===== config.mk =====
export PLATFORM = sky130hd
export DESIGN_NAME = brqps_ctrl
export DESIGN_NICKNAME = d
export VERILOG_FILES = /design/src/rtl/brqps_pkg.sv /design/src/rtl/brqps_ctrl.sv
export SDC_FILE = /design/constraint.sdc
export NUM_CORES = 1
export LEC_CHECK = 0
export ABC_AREA = 1
export BUFFER_PORTS_ARGS = -buffer_cell sky130_fd_sc_hd__buf_2
export CAP_MARGIN = 40
export CORE_AREA = 2 2 39 41
export CTS_BUF_LIST = sky130_fd_sc_hd__clkbuf_8
export CTS_CLUSTER_DIAMETER = 150
export DETAILED_ROUTE_END_ITERATION = 8
export DIE_AREA = 0 0 41 43
export RECOVER_POWER = 25
export SLEW_MARGIN = 0
export SYNTH_ARGS = -nofsm -noshare
export SYNTH_HDL_FRONTEND = slang
export SYNTH_SLANG_ARGS = --single-unit

===== constraint.sdc =====
create_clock -name clk -period 1.25 [get_ports clk]
set_clock_uncertainty 0.15 [all_clocks]
set_input_delay 0.0625 -clock clk [delete_from_list [all_inputs] [get_ports clk]]
set_output_delay 0.0625 -clock clk [all_outputs]
set_load 0.01 [all_outputs]

===== src/rtl/brqps_pkg.sv =====
package brqps_pkg;

	localparam int CFG_W  = 11;
	localparam int DATA_W = 32;
	localparam int POS_W  = 10;
	localparam int CAP_RST_VAL = 1024;

	localparam logic [2:0] CMD_PUSH  = 3'd0;
	localparam logic [2:0] CMD_PULL  = 3'd1;
	localparam logic [2:0] CMD_DROP  = 3'd2;
	localparam logic [2:0] CMD_PEEK  = 3'd3;
	localparam logic [2:0] CMD_FIND  = 3'd4;
	localparam logic [2:0] CMD_CLEAR = 3'd5;

	localparam logic [1:0] WS_BYTE = 2'd0;
	localparam logic [1:0] WS_HALF = 2'd1;
	localparam logic [1:0] WS_WORD = 2'd2;

	typedef struct packed {
		logic [2:0]        command;
		logic [DATA_W-1:0] data_in;
		logic [CFG_W-1:0]  drop_count;
		logic [POS_W-1:0]  offset;
		logic [1:0]        word_size;
	} in_item_t;

	typedef struct packed {
		logic              status;
		logic [DATA_W-1:0] data_out;
		logic              found;
		logic [POS_W-1:0]  match_position;
		logic [CFG_W-1:0]  fill_level;
		logic              is_empty;
		logic              is_full;
	} out_item_t;

	// controller -> datapath
	typedef struct packed {
		logic capture;
		logic exec;
		logic wait_rd;
		logic scan;
		logic load_out;
		logic cfg_wr;
	} ctl_cmd_t;

	// datapath -> controller
	typedef struct packed {
		logic go_wait;
		logic go_scan;
		logic scan_done;
	} ctl_sts_t;

endpackage


===== src/rtl/brqps_ctrl.sv =====
module brqps_ctrl import brqps_pkg::*; (
	input  logic     clk,
	input  logic     arst_n,
	input  logic     in_valid,
	output logic     in_ready,
	output logic     out_valid,
	input  logic     out_ready,
	input  logic     cfg_valid,
	output logic     cfg_ready,
	input  ctl_sts_t sts,
	output ctl_cmd_t cmd
);

	typedef enum logic [4:0] {
		ST_IDLE = 5'b00001,
		ST_EXEC = 5'b00010,
		ST_WAIT = 5'b00100,
		ST_SCAN = 5'b01000,
		ST_DONE = 5'b10000
	} state_t;

	state_t state_q, state_d;
	logic   out_valid_q;
	logic   slot_free;

	assign slot_free = !out_valid_q || out_ready;
	assign cfg_ready = (state_q == ST_IDLE);
	assign in_ready  = (state_q == ST_IDLE) && !cfg_valid;
	assign out_valid = out_valid_q;

	always_comb begin
		state_d = state_q;
		case (state_q)
			ST_IDLE: begin
				if (in_valid && in_ready) begin
					state_d = ST_EXEC;
				end
			end
			ST_EXEC: begin
				if (sts.go_wait) begin
					state_d = ST_WAIT;
				end else if (sts.go_scan) begin
					state_d = ST_SCAN;
				end else begin
					state_d = ST_DONE;
				end
			end
			ST_WAIT: state_d = ST_DONE;
			ST_SCAN: begin
				if (sts.scan_done) begin
					state_d = ST_DONE;
				end
			end
			ST_DONE: begin
				if (slot_free) begin
					state_d = ST_IDLE;
				end
			end
			default: state_d = ST_IDLE;
		endcase
	end

	always_comb begin
		cmd.capture  = (state_q == ST_IDLE) && in_valid && in_ready;
		cmd.cfg_wr   = (state_q == ST_IDLE) && cfg_valid;
		cmd.exec     = (state_q == ST_EXEC);
		cmd.wait_rd  = (state_q == ST_WAIT);
		cmd.scan     = (state_q == ST_SCAN);
		cmd.load_out = (state_q == ST_DONE) && slot_free;
	end

	always_ff @(posedge clk or negedge arst_n) begin
		if (!arst_n) begin
			state_q     <= ST_IDLE;
			out_valid_q <= 1'b0;
		end else begin
			state_q <= state_d;
			if (cmd.load_out) begin
				out_valid_q <= 1'b1;
			end else if (out_ready) begin
				out_valid_q <= 1'b0;
			end
		end
	end

endmodule


==> metrics, run 1 <==
status=finished, violations left; failing checks=negative hold slack, negative setup slack; Die ar.=roughly 1800 µm²; synthesized cell area=392 µm²; Final period util=120%; fraction of layout cells with a size suffix above 1=between 40% and 50%; Clock Tree Root=clkbuf_8; Clk pin slew, worst setup/hold paths=about 0.04 ns; vias post-DR=between 400 and 500; clock buffer depth=2; Fin. Hold Viols=2; Psw=0.393 mW; total grt overflow=0; vias per inst=roughly 4.5; Final WS setup=-0.246 ns; RR Startpoint=state_q[0]; gpl congestion=approximately 0.83; initial antenna violation count=0; largest family of logic cells by synthesized area=simple AND/OR/NAND/NOR gates; Sw Ratio=around a third; register area share after synthesis=about two fifths; Hold Crit Start=out_ready; CP arrival=about 1.3 ns; Syn Area/Cell=a little under 7 µm²; Yosys Warn Count=0; sequential power share=22.6%; hpwl dp=702 µm; Synth Area in Simple Gates=between 40% and 50%; Primary FF master, synth=dfrtp_1; DRT antenna net count=0; # diodes=0; min-delay worst type=in2reg; WL/cell=about 9.5 µm; H-tree depth=1; Critical Path End Type=output pin; Seq cells post-synth=6; I/O pins=17; Fin Hold WS=-0.0224 ns; asr flop ratio synth=between 90% and 100%; Worst setup SP type=register; min Tclk post-route=1.50 ns; largest fanout on the critical path=4; Area contributors post-synth=dfrtp_1 (32%), nor2_1 (12%), inv_1 (11%); XOR/XNOR Fraction of Synth Area=0%; Int Pwr=~0.77 mW; first-pass GRT wire length=~1.7 mm; Design Power=1.16 mW; Post-Layout Cell Count=about 110; leading area contributor after synthesis=dfrtp_1; CORE AREA=approximately 1400 µm²; Pins Over Slew Limit=0; CTS tree=built; largest net degree at the start of global routing=7; Synth cell types=15; initial core utilization=between 20% and 30%; relative slew slack=between 70% and 80%; VDD IR max=~1100 µV; RSZ-0062 raised after global routing=yes; endpoints failing setup=11; GRT Overall Usage=roughly 14%; Gate power share=between 50 and 60%; post-synthesis mux area share=0%; chip height=43 µm; vias in the first global route=between 400 and 500; fin nets=between 100 and 150; Synth Area in Adders=0%; Syn Inst Count=58; leading cell type by number of instances after synthesis=nor2_1; number of flops mapped to enable cells by yosys=0; Area Growth Syn to Fin=86.3%; Final Util=a little over half; placed cells=93; drt pass-1 iters=4; CTS buffer count=3; complex-gate fraction of the synthesized area=around 5.1%; fill count=about 140; final WL=1.04 mm; Mapped Nets=between 60 and 70; Clock Power Share=roughly a quarter; total leakage power=0.407 nW; critical path startpoint=state_q[0]; # rows=14; max cap viols=0; Pwr Density=roughly 1600 nW/µm²; Max Clk Rate=around 670 MHz; die width=between 40 and 50 µm; CP Class=reg2out; drt first-iter violations=2; clock sink total=6; IO buf count=16; worst skew pair latency=around 0.23 ns; Post-synth top cells=nor2_1 (13), inv_1 (11), nand2_1 (7); share of the synthesized area in the top cell type=31.9%; DR DRC count=0; DP Worst Slack=-0.0323 ns; measured slew at the worst slew-check pin=between 0.3 and 0.4 ns; WP data required=1.04 ns
==> power groups by stage <==
| stage | Clock [mW] | Combinational (mW) | Sequential [mW] |
|---|---|---|---|
| 2_1_floorplan | 0 | 0.221 | 0.257 |
| 3_3_place_gp | 0 | 0.366 | 0.260 |
| 3_5_place_dp | 0 | 0.365 | 0.261 |
| 4_1_cts | 0.309 | 0.524 | 0.260 |
| 5_1_grt | 0.322 | 0.652 | 0.270 |
| 6_report | 0.303 | 0.595 | 0.263 |
==> per-layer routing <==
layer	track usage (%)	wire [µm]	vias up	share of wire [%]
met5	0	0	-	0
met4	8.00	25	0	2.4
met3	1.57	42	2	4.0
met2	21.6	514	13	49
met1	19.0	457	220	44
li1	-	-	252	-
==> final timing paths <==
check | to | slack, ns | cells after the start
setup / recovery | cmd[5] | -0.25 | 5
hold / removal | out_valid | -0.02 | 4
setup reg to reg | state_q[0] | -0.16 | 7
hold reg to reg | out_valid | 0.47 | 4
max in group asynchronous | state_q[0] | 0.58 | 2
min in group asynchronous | out_valid | 0.08 | 2
==> metrics by stage <==
step	hold WS (ns)	setup TNS [ns]	area, µm²
after detailed placement	-0.256	-0.0595	519
final	-0.0224	-1.80	729
after global placement	-0.256	-0.0500	519
after CTS	-0.0883	-1.85	671
after global routing	0.00810	-2.58	729
after floorplan	-0.383	0	397
==> timing repair <==
action / in CTS / in global routing
hold endpoints to repair: 10 / 1
setup endpoints to repair: 10 / 12
pin swaps: 6 / 7
hold buffers: 3 / 2
setup buffers: 6 / 1
resized for setup: 7 / 9
==> logic make-up after synthesis <==
| kind of cell | after synthesis |
|---|---|
| DFF | 6 |
| and+or+nand+nor | 35 |
| AOI/OAI and AO/OA | 4 |
| buffers and inverters | 13 |
==> final cells by class <==
type	instances	area, µm²	share of cell area, %
clock buffers	3	41.3	5.66
repair buffers	31	228	31.2
well taps	16	20.0	2.74
clock inverters	1	3.75	0.515
inverters	13	48.8	6.69
multi-input cells	39	235	32.2
flip-flops and latches	6	153	20.9
==> placed cells by master, fill, tap and decap left out, drive strengths merged <==
cell,count
o21ai,4
dfrtp,5
nor4,1
nand2,8
nor3,2
dlygate4sd3,5
nand3,5
dfstp,1
clkbuf,4
nor2,16
buf,25
inv,14
nand3b,1
nand4,2
==> sequential cells by signal, summed over array words and instances, names as in the netlist <==
| name | count |
|---|---|
| out_valid | 1 |
| state_q | 5 |
==> worst max-delay path, cell delays in order (launching register included) <==
cell,delay [ns]
dfstp_2,0.55
nand2_2,0.07
nor2_4,0.13
inv_2,0.07
nor3_2,0.10
buf_2,0.15
No activity file was read; power rests on OpenSTA's default activity.
==> inputs of run 2 (changes only) <==
Settings changed: ABC_AREA 1 to unset.
==> run 2 against run 1 <==
The run still ends with negative hold slack, negative setup slack left. Sequential power decreased by 4%. Register-to-register slack got worse by 0.24 ns. Critical path type is now reg2reg. Worst setup slack got worse by 0.16 ns. Clock power decreased by 3%. Critical path depth decreased by 2. Synthesized area unchanged. Utilization increased by 1.7 points. Design area increased by 3.3%. Total power increased by 0.57%. Largest power group unchanged. Via count decreased by 7.4%. Largest cell class unchanged. Die area unchanged. Count of clock-buffer cells in the layout unchanged.
==> metrics, run 2 <==
sequential power share=21.7%; Max Clk Rate=605 MHz; reg-to-reg endpoint=state_q[4]; number of flops mapped to enable cells by yosys=0; IO buf count=16; vias post-DR=451; vias per inst=~4.8; total leakage power=around 0.37 nW; Fin Hold WS=-0.0186 ns; Design Power=1.17 mW; Worst setup SP type=register; Critical Path End Type=register; Syn Inst Count=42; CP Class=reg2reg; largest fanout on the critical path=2; Worst Hold End=state_q[4]; R2R cell count=3; fraction of layout cells with a size suffix above 1=between 50% and 60%; Post-CTS Hold Buffers=6; Yosys Warn Count=0; most common cell after layout, fill and taps aside=buf_2; # rows=14; Gate power share=roughly 53%; vias in the first global route=about 420; Fin Setup TNS=-3.65 ns; asr flop ratio synth=100%; share of the synthesized area in the top cell type=roughly a third; Fin. Hold Viols=1; worst hold path depth=3; register area share after synthesis=38.7%; Pwr Density=around 1500 nW/µm²; Seq cells post-synth=6; Post-synth top cells=nor2_1 (7), dfrtp_1 (5), inv_1 (4); H-tree depth=1; Final WS setup=-0.404 ns; clock buffer depth=2; Psw=0.369 mW; Area contributors post-synth=dfrtp_1 (32%), dfstp_2 (6.7%), nor2_1 (6.7%); RSZ-0062 raised after global routing=yes; DRT antenna net count=0; CP arrival=1.64 ns; DR DRC count=0; Mapped Nets=50; CTS tree=built; Die ar.=approximately 1800 µm²; die width=41 µm; VDD IR max=around 830 µV; measured slew at the worst slew-check pin=around 0.34 ns; Clock Tree Root=clkbuf_8; fill count=134; Synth cell types=24; # diodes=0; GRT Overall Usage=between 10% and 20%; clock sink total=6; Syn Area/Cell=approximately 9.3 µm²; Final Util=between 50% and 60%; Largest register FFs=5; initial antenna violation count=0; Area Growth Syn to Fin=92.3%; Pins Over Slew Limit=0; total grt overflow=0; min-delay worst type=in2reg; placed cells=82; drt pass-1 iters=2; leading cell type by number of instances after synthesis=nor2_1; setup slack, reg-to-reg=-0.40 ns; largest net degree at the start of global routing=9; drt first-iter violations=7; chip height=43 µm; first-pass GRT wire length=approximately 1.8 mm; Hold Crit Start=sts[2]; max cap viols=0; Top reg by flops=state_q; fin nets=87; synthesized cell area=about 390 µm²; worst skew pair latency=between 0.2 and 0.25 ns; WL/cell=around 13 µm; hpwl dp=approximately 740 µm; Final period util=132%; CORE AREA=about 1400 µm²; I/O pins=17; WP data required=1.24 ns; CTS buffer count=3; endpoints failing setup=13; Clock Power Share=between 20% and 30%; failing checks=negative hold slack, negative setup slack; Primary FF master, synth=dfrtp_1; Clk pin slew, worst setup/hold paths=0.04 ns; Int Pwr=between 0.7 and 0.8 mW; relative slew slack=slightly below 80%; min Tclk post-route=1.65 ns; leading area contributor after synthesis=dfrtp_1; gpl congestion=0.775; status=finished, violations left; RR Startpoint=state_q[3]; Sw Ratio=between 30% and 40%; Post-Layout Cell Count=between 90 and 100; final WL=1.19 mm; initial core utilization=28.3%; most frequent cells in the layout=buf_2 (11), buf_4 (9), dlygate4sd3_1 (6), buf_6 (6)
==> run 2: cell count changes in the layout (fill, tap and decap cells not counted), sizes merged, moves of 3 or more <==
cell   delta
and3      +3
inv       -9
nand2     -7
nand3     -5
nor2      -9
nor3b     +3
o21ai     -3
==> run 2: kinds of logic (layout without fill, tap and decap cells) <==
family	count (synthesis)	after routing	synth area share [%]
AO/OA/AOI/OAI	5	5	12.1
flip-flops	6	6	38.7
XOR/XNOR	1	1	2.24
buffers and inverters	5	41	6.71
AND/OR/NAND/NOR	25	25	40.3
==> run 2: metrics by stage <==
step / area, µm² / worst slack [ns]
after global routing: 753 / -0.456
final: 753 / -0.404
after global placement: 552 / -0.340
after floorplan: 395 / -0.451
after CTS: 724 / -0.371
after detailed placement: 552 / -0.356
==> run 2: how the worst max path moves through the flow <==
stage / startpoint / end / slack [ns] / depth (start not counted)
6_report: state_q[3] / state_q[4] / -0.40 / 3
5_1_grt: state_q[0] / in_ready / -0.46 / 6
4_1_cts: state_q[0] / state_q[4] / -0.37 / 3
3_5_place_dp: state_q[0] / state_q[4] / -0.36 / 3
3_3_place_gp: state_q[0] / state_q[4] / -0.34 / 3
2_1_floorplan: state_q[3] / state_q[4] / -0.45 / 4
==> run 2: area by class of cell <==
| cell class | count | area (µm²) | area share (%) |
|---|---|---|---|
| tap | 16 | 20.0 | 2.66 |
| clock buffer | 3 | 41.3 | 5.48 |
| multi-input combinational | 31 | 268 | 35.5 |
| sequential | 6 | 151 | 20.1 |
| inverter | 4 | 15.0 | 1.99 |
| clock inverter | 1 | 3.75 | 0.498 |
| timing repair buffer | 33 | 254 | 33.7 |
==> run 2: critical path, cell delays in order, from the launching register on <==
cell	delay (ns)
dfrtp_1	0.37
or3b_4	0.40
or4_4	0.42
a221oi_2	0.23
==> run 2: routing by layer <==
layer  up-vias  GRT usage, %  part of all wire [%]
met3         2          7.85                   3.9
met2        11          24.7                    54
li1        224             -                     -
met5         -             0                     0
met4         0          12.0                   2.0
met1       214          17.2                    40
==> run 2: power groups by stage <==
stage / clock network, mW / logic [mW] / registers, mW
6_report: 0.295 / 0.618 / 0.253
5_1_grt: 0.316 / 0.669 / 0.256
4_1_cts: 0.300 / 0.534 / 0.251
3_5_place_dp: 0 / 0.402 / 0.250
3_3_place_gp: 0 / 0.401 / 0.248
2_1_floorplan: 0 / 0.200 / 0.265
==> run 2: timing repair <==
action | in CTS | in global routing
cloned | 0 | 0
setup buffers | 2 | 0
endpoints found under the setup margin | 13 | 14
gates resized for setup | 13 | 7
pin swaps | 2 | 3
hold endpoints to repair | 11 | 1
==> inputs of run 3 (changes only) <==
Settings changed: ABC_CLOCK_PERIOD_IN_PS set to 1700, TNS_END_PERCENT set to 5.
Clock period 1.25 ns to 1.7 ns, I/O delays scaled along.
==> run 3 against run 2 <==
The flow now finishes without violations. Hold slack gained 0.020 ns. Worst setup slack gained 0.43 ns. Utilization shrank 9.9 points. Register-to-register slack gained 0.43 ns. Fmax shrank 1.4%. Die area is the same. Count of clock-buffer cells in the layout is the same. Total power shrank 41%. Largest power group unchanged. Highest routed layer unchanged.
==> metrics, run 3 (synthesis results as in run 2) <==
status=finished, final reports clean; Largest register FFs=5; total leakage power=roughly 0.32 nW; fraction of layout cells with a size suffix above 1=47.8%; largest fanout on the critical path=6; hpwl dp=~780 µm; Max Clk Rate=between 500 and 600 MHz; WP data required=between 1.5 and 2 ns; Area Growth Syn to Fin=57.5%; Final Util=between 40% and 50%; Clk pin slew, worst setup/hold paths=about 0.04 ns; met2 WL=about 470 µm; max layer used=met4; Area after DPL=just over 500 µm²; Top reg by flops=state_q; chip height=around 43 µm; drt first-iter violations=7; Final period util=a little over nine tenths; total grt overflow=0; Pins Over Slew Limit=0; VDD IR max=about 480 µV; # diodes=0; setup slack, reg-to-reg=roughly 0.022 ns; largest net degree at the start of global routing=9; CTS buffer count=3; fin nets=roughly 80; Design Power=roughly 0.7 mW; final WL=approximately 970 µm; initial core utilization=between 20% and 30%; I/O pins=17; DRT antenna net count=0; placed cells=77; clock sink total=6; initial antenna violation count=0; Final Cell Area=between 600 and 700 µm²; # rows=14; Die ar.=roughly 1800 µm²; relative slew slack=between 70 and 80%; IO buf count=16; Worst setup SP type=register; wl on met1=approximately 430 µm; Post-Layout Cell Count=85; CP arrival=~1.7 ns; vias per inst=4.76; vias in the first global route=roughly 370; vias post-DR=405; CORE AREA=~1400 µm²; CP Class=reg2reg; drt pass-1 iters=4; Critical Path End Type=register; min Tclk post-route=between 1.5 and 2 ns; GRT Overall Usage=between 10% and 20%; gpl congestion=between 0.7 and 0.8; CTS tree=built; H-tree depth=1; first-pass GRT wire length=between 1 and 1.5 mm; most common cell after layout, fill and taps aside=buf_2; max cap viols=0; worst skew pair latency=about 0.23 ns; DR DRC count=0; Fin. Hold Viols=0; min-delay worst type=in2reg; die width=41 µm; most frequent cells in the layout=buf_2 (15), nor2_1 (5), inv_1 (5), dfrtp_1 (5); Pwr Density=around 1100 nW/µm²; wire length on met3=41 µm; clock buffer depth=2; RSZ-0062 raised after global routing=yes; Clock Tree Root=clkbuf_8; postcts setup bufs=0; WL/cell=around 11 µm; measured slew at the worst slew-check pin=0.330 ns; endpoints failing setup=0
## run 3: cell count changes in the layout (fill, tap and decap cells not counted), moves of 2 or more
| cell | before | now |
|---|---|---|
| dlygate4sd3_1 | 6 | 4 |
| buf_4 | 9 | 4 |
| and3_1 | 0 | 2 |
| and3_4 | 2 | 0 |
| nor2_1 | 2 | 5 |
| buf_6 | 6 | 0 |
| buf_2 | 11 | 15 |
| nor2_4 | 2 | 0 |
## run 3: per-stage QoR
step / TNS [ns] / hold slack (ns) / worst slack [ns]
5_1_grt: -0.0732 / 0.0120 / -0.0344
4_1_cts: 0 / 0.00616 / 0.0253
3_3_place_gp: 0 / -0.234 / 0.0674
6_report: 0 / 0.00159 / 0.0219
2_1_floorplan: -0.000656 / -0.361 / -0.000656
3_5_place_dp: 0 / -0.231 / 0.0465
## run 3: where the power goes
| group | internal (mW) | switching [mW] |
|---|---|---|
| clock | 0.155 | 0.0662 |
| sequential | 0.173 | 0.0239 |
| combinational | 0.131 | 0.136 |
| total | 0.459 | 0.226 |
## run 3: metal layers
| layer | vias up | track usage [%] |
|---|---|---|
| li1 | 206 | - |
| met1 | 185 | 14.4 |
| met2 | 11 | 18.1 |
| met3 | 3 | 6.28 |
| met4 | 0 | 10.0 |
| met5 | - | 0 |
## run 3: final cells by class
type	count	area [µm²]
fill	149	767
clock buffer	3	41.3
multi-input combinational	31	236
inverter	4	15.0
timing repair buffer	24	149
tap	16	20.0
sequential	6	151
clock inverter	1	3.75
## run 3: path summary, 6_finish.rpt
kind	start	endpoint	depth (start not counted)
max	state_q[0]	state_q[4]	3
min	in_valid	state_q[1]	3
max reg2reg	state_q[0]	state_q[4]	3
min reg2reg	out_valid	out_valid	2
max in group asynchronous	arst_n	state_q[0]	2
min in group asynchronous	arst_n	state_q[2]	2
## run 3: critical path, cell delays in order, from the launching register on
cell,delay (ns)
dfstp_2,0.39
or3b_4,0.41
or4_4,0.42
a221oi_2,0.22
## run 3: repair_timing
action,4_1_cts,5_1_grt
pin swaps,0,1
gates resized for setup,1,4
hold buffers,4,0
hold endpoints to repair,10,0
gates cloned,0,0
setup endpoints to repair,4,6
